File: src/rtl/assert_macros.svh
// Assertion helpers for the perspective divide block
`ifndef ASSERT_MACROS_SVH
`define ASSERT_MACROS_SVH

// same-cycle implication
`define AST_IMPL(lbl, clk, rst_n, a, c) \
	lbl: assert property (@(posedge clk) disable iff (!rst_n) (a) |-> (c)) \
		else $error("assertion failed");

// next-cycle implication
`define AST_NEXT(lbl, clk, rst_n, a, c) \
	lbl: assert property (@(posedge clk) disable iff (!rst_n) (a) |=> (c)) \
		else $error("assertion failed");

`endif

File: src/rtl/pdv_pkg.sv
// ----------------------------------------------------------------------------
// pdv_pkg
// Shared types and constants of the perspective divide / viewport block.
// ----------------------------------------------------------------------------
package pdv_pkg;

	localparam int FRAC_BITS_DEF = 16;
	localparam int NUM_W = 64;   // dividend magnitude width, one cell per bit
	localparam int DVS_W = 32;   // divisor magnitude width
	localparam int LANES = 3;    // x, y, depth

	localparam logic [2:0] IDX_X_SCALE  = 3'd0;
	localparam logic [2:0] IDX_Y_SCALE  = 3'd1;
	localparam logic [2:0] IDX_D_SCALE  = 3'd2;
	localparam logic [2:0] IDX_D_OFFSET = 3'd3;
	localparam logic [2:0] IDX_WIDTH    = 3'd4;
	localparam logic [2:0] IDX_HEIGHT   = 3'd5;

	typedef struct packed {
		logic [LANES-1:0][DVS_W-1:0] rem;  // partial remainder
		logic [LANES-1:0][NUM_W-1:0] nq;   // dividend bits left, quotient bits in
		logic [DVS_W-1:0]            dvs;  // |w|
		logic [LANES-1:0]            neg;  // quotient sign
		logic                        zw;   // w is zero
	} div_t;

	function automatic logic [NUM_W-1:0] abs64(input logic signed [NUM_W-1:0] v);
		abs64 = v[NUM_W-1] ? NUM_W'(-v) : NUM_W'(v);
	endfunction

endpackage

File: src/rtl/pdv_div_cell.sv
// ----------------------------------------------------------------------------
// pdv_div_cell
// One restoring-division step for all lanes, registered.
// ----------------------------------------------------------------------------
module pdv_div_cell
	import pdv_pkg::*;
(
	input  logic clk,
	input  logic en,
	input  div_t d_in,
	output div_t d_out
);

	div_t nxt;

	always_comb begin
		logic [DVS_W:0] t;
		logic [DVS_W:0] diff;
		logic           ge;
		nxt = d_in;
		for (int l = 0; l < LANES; l++) begin
			t    = {d_in.rem[l], d_in.nq[l][NUM_W-1]};
			diff = t - {1'b0, d_in.dvs};
			ge   = (t >= {1'b0, d_in.dvs});
			nxt.rem[l] = ge ? diff[DVS_W-1:0] : t[DVS_W-1:0];
			nxt.nq[l]  = {d_in.nq[l][NUM_W-2:0], ge};
		end
	end

	always_ff @(posedge clk) begin
		if (en) begin
			d_out <= nxt;
		end
	end

endmodule

File: config.mk
export PLATFORM = sky130hd
export DESIGN_NAME = pdv_div_cell
export DESIGN_NICKNAME = d
export VERILOG_FILES = /design/src/rtl/assert_macros.svh /design/src/rtl/pdv_pkg.sv /design/src/rtl/pdv_div_cell.sv
export SDC_FILE = /design/constraint.sdc
export NUM_CORES = 1
export LEC_CHECK = 0
export ABC_AREA = 1
export BUFFER_PORTS_ARGS = -buffer_cell sky130_fd_sc_hd__clkbuf_2
export CORE_AREA = 2 2 255 257
export CTS_CLUSTER_DIAMETER = 100
export DETAILED_ROUTE_END_ITERATION = 8
export DIE_AREA = 0 0 257 259
export GPL_ROUTABILITY_DRIVEN = 0
export MAX_ROUTING_LAYER = met4
export PLACE_DENSITY = 0.52
export REMOVE_ABC_BUFFERS = 1
export SETUP_SLACK_MARGIN = 0.15
export SYNTH_ARGS = -nofsm -noshare
export SYNTH_HDL_FRONTEND = slang
export SYNTH_SLANG_ARGS = --single-unit
File: constraint.sdc
create_clock -name clk -period 1.9 [get_ports clk]
set_clock_uncertainty 0.1 [all_clocks]
set_input_delay 0 -clock clk [delete_from_list [all_inputs] [get_ports clk]]
set_output_delay 0 -clock clk [all_outputs]
set_load 0.02 [all_outputs]
* Word level (Yosys, flattened, before mapping)
Index checks and enable logic that the tools add are counted.
W data, S select, Z words.
** Storage, ports and cells
- Register bits :: 324
- Input port bits :: 326
- Output and inout port bits :: 324
- Word-level logic and storage cells :: 18
** Cells by class
- Add/subtract/negate cells :: 3
- Magnitude comparators :: 3
- Muxes and demuxes :: 3
** Operators with widths (count)
- $ge A33 B32 Y1 :: 3
- $mux W32 :: 3
- $sub A32 B32 Y32 :: 3

* Logic depth before layout (Yosys ltp)
- Depth after elaboration :: 2
- Depth in mapped cells :: 16
- Depth with buffers taken out :: 15

* Worst setup path after synthesis
OpenSTA, ideal clock, no wires.
- Kind :: input-to-reg
- Start point :: in d_in[8] in the netlist's numbering
- End point :: reg d_out[310] in the netlist's numbering (data pin)
- Setup time :: 0.252 ns
- Arrival time :: 1.411 ns
- Data required time :: 1.548 ns
- Slack :: 0.137 ns
- Stages on the path :: 14
- Buffers on the path :: 1
- Path through :: inv_1 > ha_1 > nand2_1 > nand2_1 > nand3b_2 > nand2_2 > nand2_4 > nand2_4 > nand2_4 > nand2_4 > nand2_8 > buf_12 > nand2_1 > nand2_1
** RTL lines
- start: declaration :: RTL line pdv_div_cell.sv:10 : input div_t d_in,
- end signal: assignment :: RTL line pdv_div_cell.sv:32 : d_out <= nxt;
- end: declaration :: RTL line pdv_div_cell.sv:11 : output div_t d_out

==> implementation parameters <==
Parameter                              Value

Outcome
  Violated checks    hold timing
  Outcome    finished, violations left

Power
  Maximum ir drop on the vdd rail    0.461 mV
  Net switching share of the total power    0.322
  Pwr Total    about 25 mW
  Internal    16.6 mW
  Leakage    16.3 nW
  Net switching power    ~7.9 mW
  Proportion of power drawn by combinational gates    0.306
  Share of total power in sequential cells    0.367
  Portion of total power attributed to the clock network    0.327
  Cell Pwr Density    roughly 760 nW/µm²

Clock tree
  Post-CTS clock slew at the launch and capture registers of the worst setup and hold paths    60 ps
  Clock buffer count from CTS    40
  Clock Path Buffers    3
  Number of levels in the clock H-tree    2
  CTS tree    yes
  Clock Sink Count    324
  Root buffer selected by CTS    sky130_fd_sc_hd__clkbuf_16

Global routing
  Wire length of the first global-routing pass    122000 µm
  Remaining Overflow, GRT    0
  Vias in the first global route    19.4k
  Number of antenna violations at the first check in global routing    12
  Total GRT Usage    0.258
  Pin count of the biggest net entering global routing    between 50 and 60

STA
  Final hold violation count    3
  Worst-Margin Slew    382 ps
  Post-route minimum period    1720 ps
  Number of pins exceeding their max-slew limit in the final report    0
  Tcrit/Tclk final    0.903
  Hold WS    -292 ps
  RSZ-0062 raised after global routing    true
  Final-report setup violation count    0
  Worst-case headroom to the max-slew limit    0.745
  Total Negative Setup Slacks    0 ps
  Max Freq    583 MHz
  Fin worst setup slack    ~180 ps

Placed design
  Estimated wirelength of the detail-placed design    68100 µm
  PortBufs    649
  Total instance count after detailed placement    4085
  Setup WS pre-CTS    -545 ps
  Area after DPL    ~26000 µm²

Detailed routing
  Number of optimization iterations in the first detailed-route pass    5
  Number of DRC violations after detailed-routing iteration 0    1174
  DRT antenna net count    0
  Wire length reported by the detailed router    between 80000 and 90000 µm
  Vias after detailed routing    slightly above 20k
  Remaining design rule violation count    0
  Detailed-route vias per instance    4.45
  Average wire per standard cell    19.5 µm

Critical path
  CP Buf/Inv Count    5
  Critical path class    primary input to flop
  Sort of element at the end of the critical path    flop
  Data arrival time of the critical path    around 1900 ps
  Category of the worst setup path launch point    primary input
  Library cell contributing the largest single delay on the critical path    sky130_fd_sc_hd__ha_4
  Maximum fanout along the worst path    8
  Data required time of the worst path    2110 ps
  Largest delay contributor family on the critical path    simple AND/OR/NAND/NOR gates
  Worst path cell trace    buf_2, clkinvlp_4, buf_12, ha_4, nand2_4, inv_1, nand2_1, nand2_2, nand2_2, nand2_2, nand2_2, nand3_2, nor2_4, nand2_8, clkbuf_16, nand2_1, nand2_1
  Worst stage delay on the critical path    between 200 and 250 ps
  Cell repeated most along the worst path    sky130_fd_sc_hd__nand2_2

Cells and area
  Fraction of final layout cells sized beyond drive strength 1    0.355
  Sequential standard cell area    9730 µm²
  Flip-flop count of the largest register, all copies and words added    roughly 320
  Biggest register    d_out
  Biggest registers after layout    d_out: 324 flops
  Area occupied by multi-input gates    8430 µm²
  Share of the core filled with cells    0.503
  Layout net count    4064
  Commonest non-fill, non-tap cell in the layout    sky130_fd_sc_hd__nand2_1
  Number of filler cells placed in the layout    6041
  Number of standard cells in the layout, taps in and fillers out    between 4k and 5k
  Layout-stage area growth over the synthesis result    69.3%
  Post-route cell area    32200 µm²
  Highest-count cells in the layout ignoring fill and taps    sky130_fd_sc_hd__nand2_1, sky130_fd_sc_hd__clkbuf_2, sky130_fd_sc_hd__inv_1

Die
  Number of placement rows    between 90 and 100
  # IOs    650
  Height of the die    259 µm
  Initial Utilization    0.297
  Die Outline Area    approximately 67000 µm²
  Total core area    roughly 64000 µm²
  Die width    257 µm

Job
  Count of maximum capacitance violations    0

Logic synthesis
  Flop and latch count out of synthesis    about 320
  Sequential fraction of the synthesis area    0.512
  Most used flip-flop cell after synthesis    sky130_fd_sc_hd__edfxtp_1
  Yosys warning count    0
  Post-synthesis cell count    2264
  Share of synthesized registers carrying an async set or reset    0
  Synth Cell Area    19000 µm²
  Count of different cell masters after synthesis    32
  Mapped Avg Cell Area    8.39 µm²
  Number of flops mapped to enable cells by yosys    324

Min path
  Tightest Hold Check Type    primary input to flop
==> Yosys cell counts (2+ instances only) <==
library cell | instances | area share
sky130_fd_sc_hd__fa_1 | 3 | 0.0032
sky130_fd_sc_hd__xor2_1 | 39 | 0.018
sky130_fd_sc_hd__nand2_2 | 13 | 0.0043
sky130_fd_sc_hd__nand2_4 | 10 | 0.0059
sky130_fd_sc_hd__buf_6 | 6 | 0.0036
sky130_fd_sc_hd__nand2_8 | 2 | 0.0021
sky130_fd_sc_hd__nor2_4 | 3 | 0.0018
sky130_fd_sc_hd__edfxtp_1 | 324 | 0.51
sky130_fd_sc_hd__o21ai_0 | 3 | 0.00079
sky130_fd_sc_hd__and2_1 | 15 | 0.0049
sky130_fd_sc_hd__buf_2 | 17 | 0.0045
sky130_fd_sc_hd__nor3_2 | 2 | 0.0011
sky130_fd_sc_hd__a21oi_1 | 61 | 0.016
sky130_fd_sc_hd__or2_2 | 2 | 0.00066
sky130_fd_sc_hd__buf_8 | 2 | 0.0016
sky130_fd_sc_hd__nor2_2 | 9 | 0.0030
sky130_fd_sc_hd__o21bai_1 | 5 | 0.0020
sky130_fd_sc_hd__nand3_1 | 175 | 0.046
sky130_fd_sc_hd__xnor2_1 | 3 | 0.0014
sky130_fd_sc_hd__inv_2 | 3 | 0.00059
sky130_fd_sc_hd__ha_1 | 96 | 0.063
sky130_fd_sc_hd__nor2_1 | 117 | 0.023
sky130_fd_sc_hd__nand3_2 | 13 | 0.0069
sky130_fd_sc_hd__nor3_1 | 21 | 0.0055
sky130_fd_sc_hd__buf_4 | 3 | 0.0012
sky130_fd_sc_hd__nand2_1 | 882 | 0.17
sky130_fd_sc_hd__nand3b_2 | 2 | 0.0012
sky130_fd_sc_hd__nand4_1 | 11 | 0.0036
sky130_fd_sc_hd__nand3b_1 | 11 | 0.0043
sky130_fd_sc_hd__inv_1 | 409 | 0.081
==> cell families (layout without fill, tap and decap cells) <==
family                   Yosys count  after routing  share of synthesized area
adder cells (fa/ha/maj)           99             99                     0.0664
buffers and inverters            441           1840                     0.0933
AO/OA/AOI/OAI                     69             69                     0.0188
other                              0             11                          0
XOR/XNOR                          42             42                     0.0194
AND/OR/NAND/NOR                 1289           1293                      0.290
flip-flops                       324            324                      0.512
==> final cells by class <==
cell class,count,area share
diodes,11,0.000856
clock buffers,44,0.0316
clock inverters,26,0.00996
inverters,412,0.0502
multi-input cells,1503,0.262
flip-flops and latches,324,0.303
well taps,855,0.0333
repair buffers,1358,0.309
==> worst paths after layout <==
kind	start	to	slack, ps	depth (start not counted)
max	d_in[24]	d_out[251]	180	17
min	d_in[282]	d_out[283]	-290	3
==> timing repair <==
item | CTS | global route
gates resized for setup | 4 | 171
hold endpoints to repair | 479 | 7
endpoints found under the setup margin | 32 | 97
hold buffers | 319 | 6
gates cloned | 1 | 5
pin swaps | 2 | 25
setup buffers | 3 | 33
==> power by group through the flow <==
stage | registers (mW) | clock network, mW | logic, mW
after floorplan | 10.0 | 0 | 2.26
final | 9.01 | 8.02 | 7.51
after global placement | 9.15 | 0 | 6.42
after detailed placement | 9.13 | 0 | 6.44
after global routing | 9.06 | 8.47 | 8.10
after CTS | 9.00 | 8.23 | 7.05
==> metal layers <==
metal / GRT usage / wire length [µm] / vias to the layer above / part of all wire
li1: - / - / 9975 / -
met3: 0.0451 / 5210 / 133 / 0.059
met5: - / 0 / - / 0
met1: 0.285 / 34200 / 9322 / 0.39
met4: 0.0966 / 4010 / 0 / 0.045
met2: 0.463 / 45100 / 728 / 0.51
No activity file was read; power rests on OpenSTA's default activity.
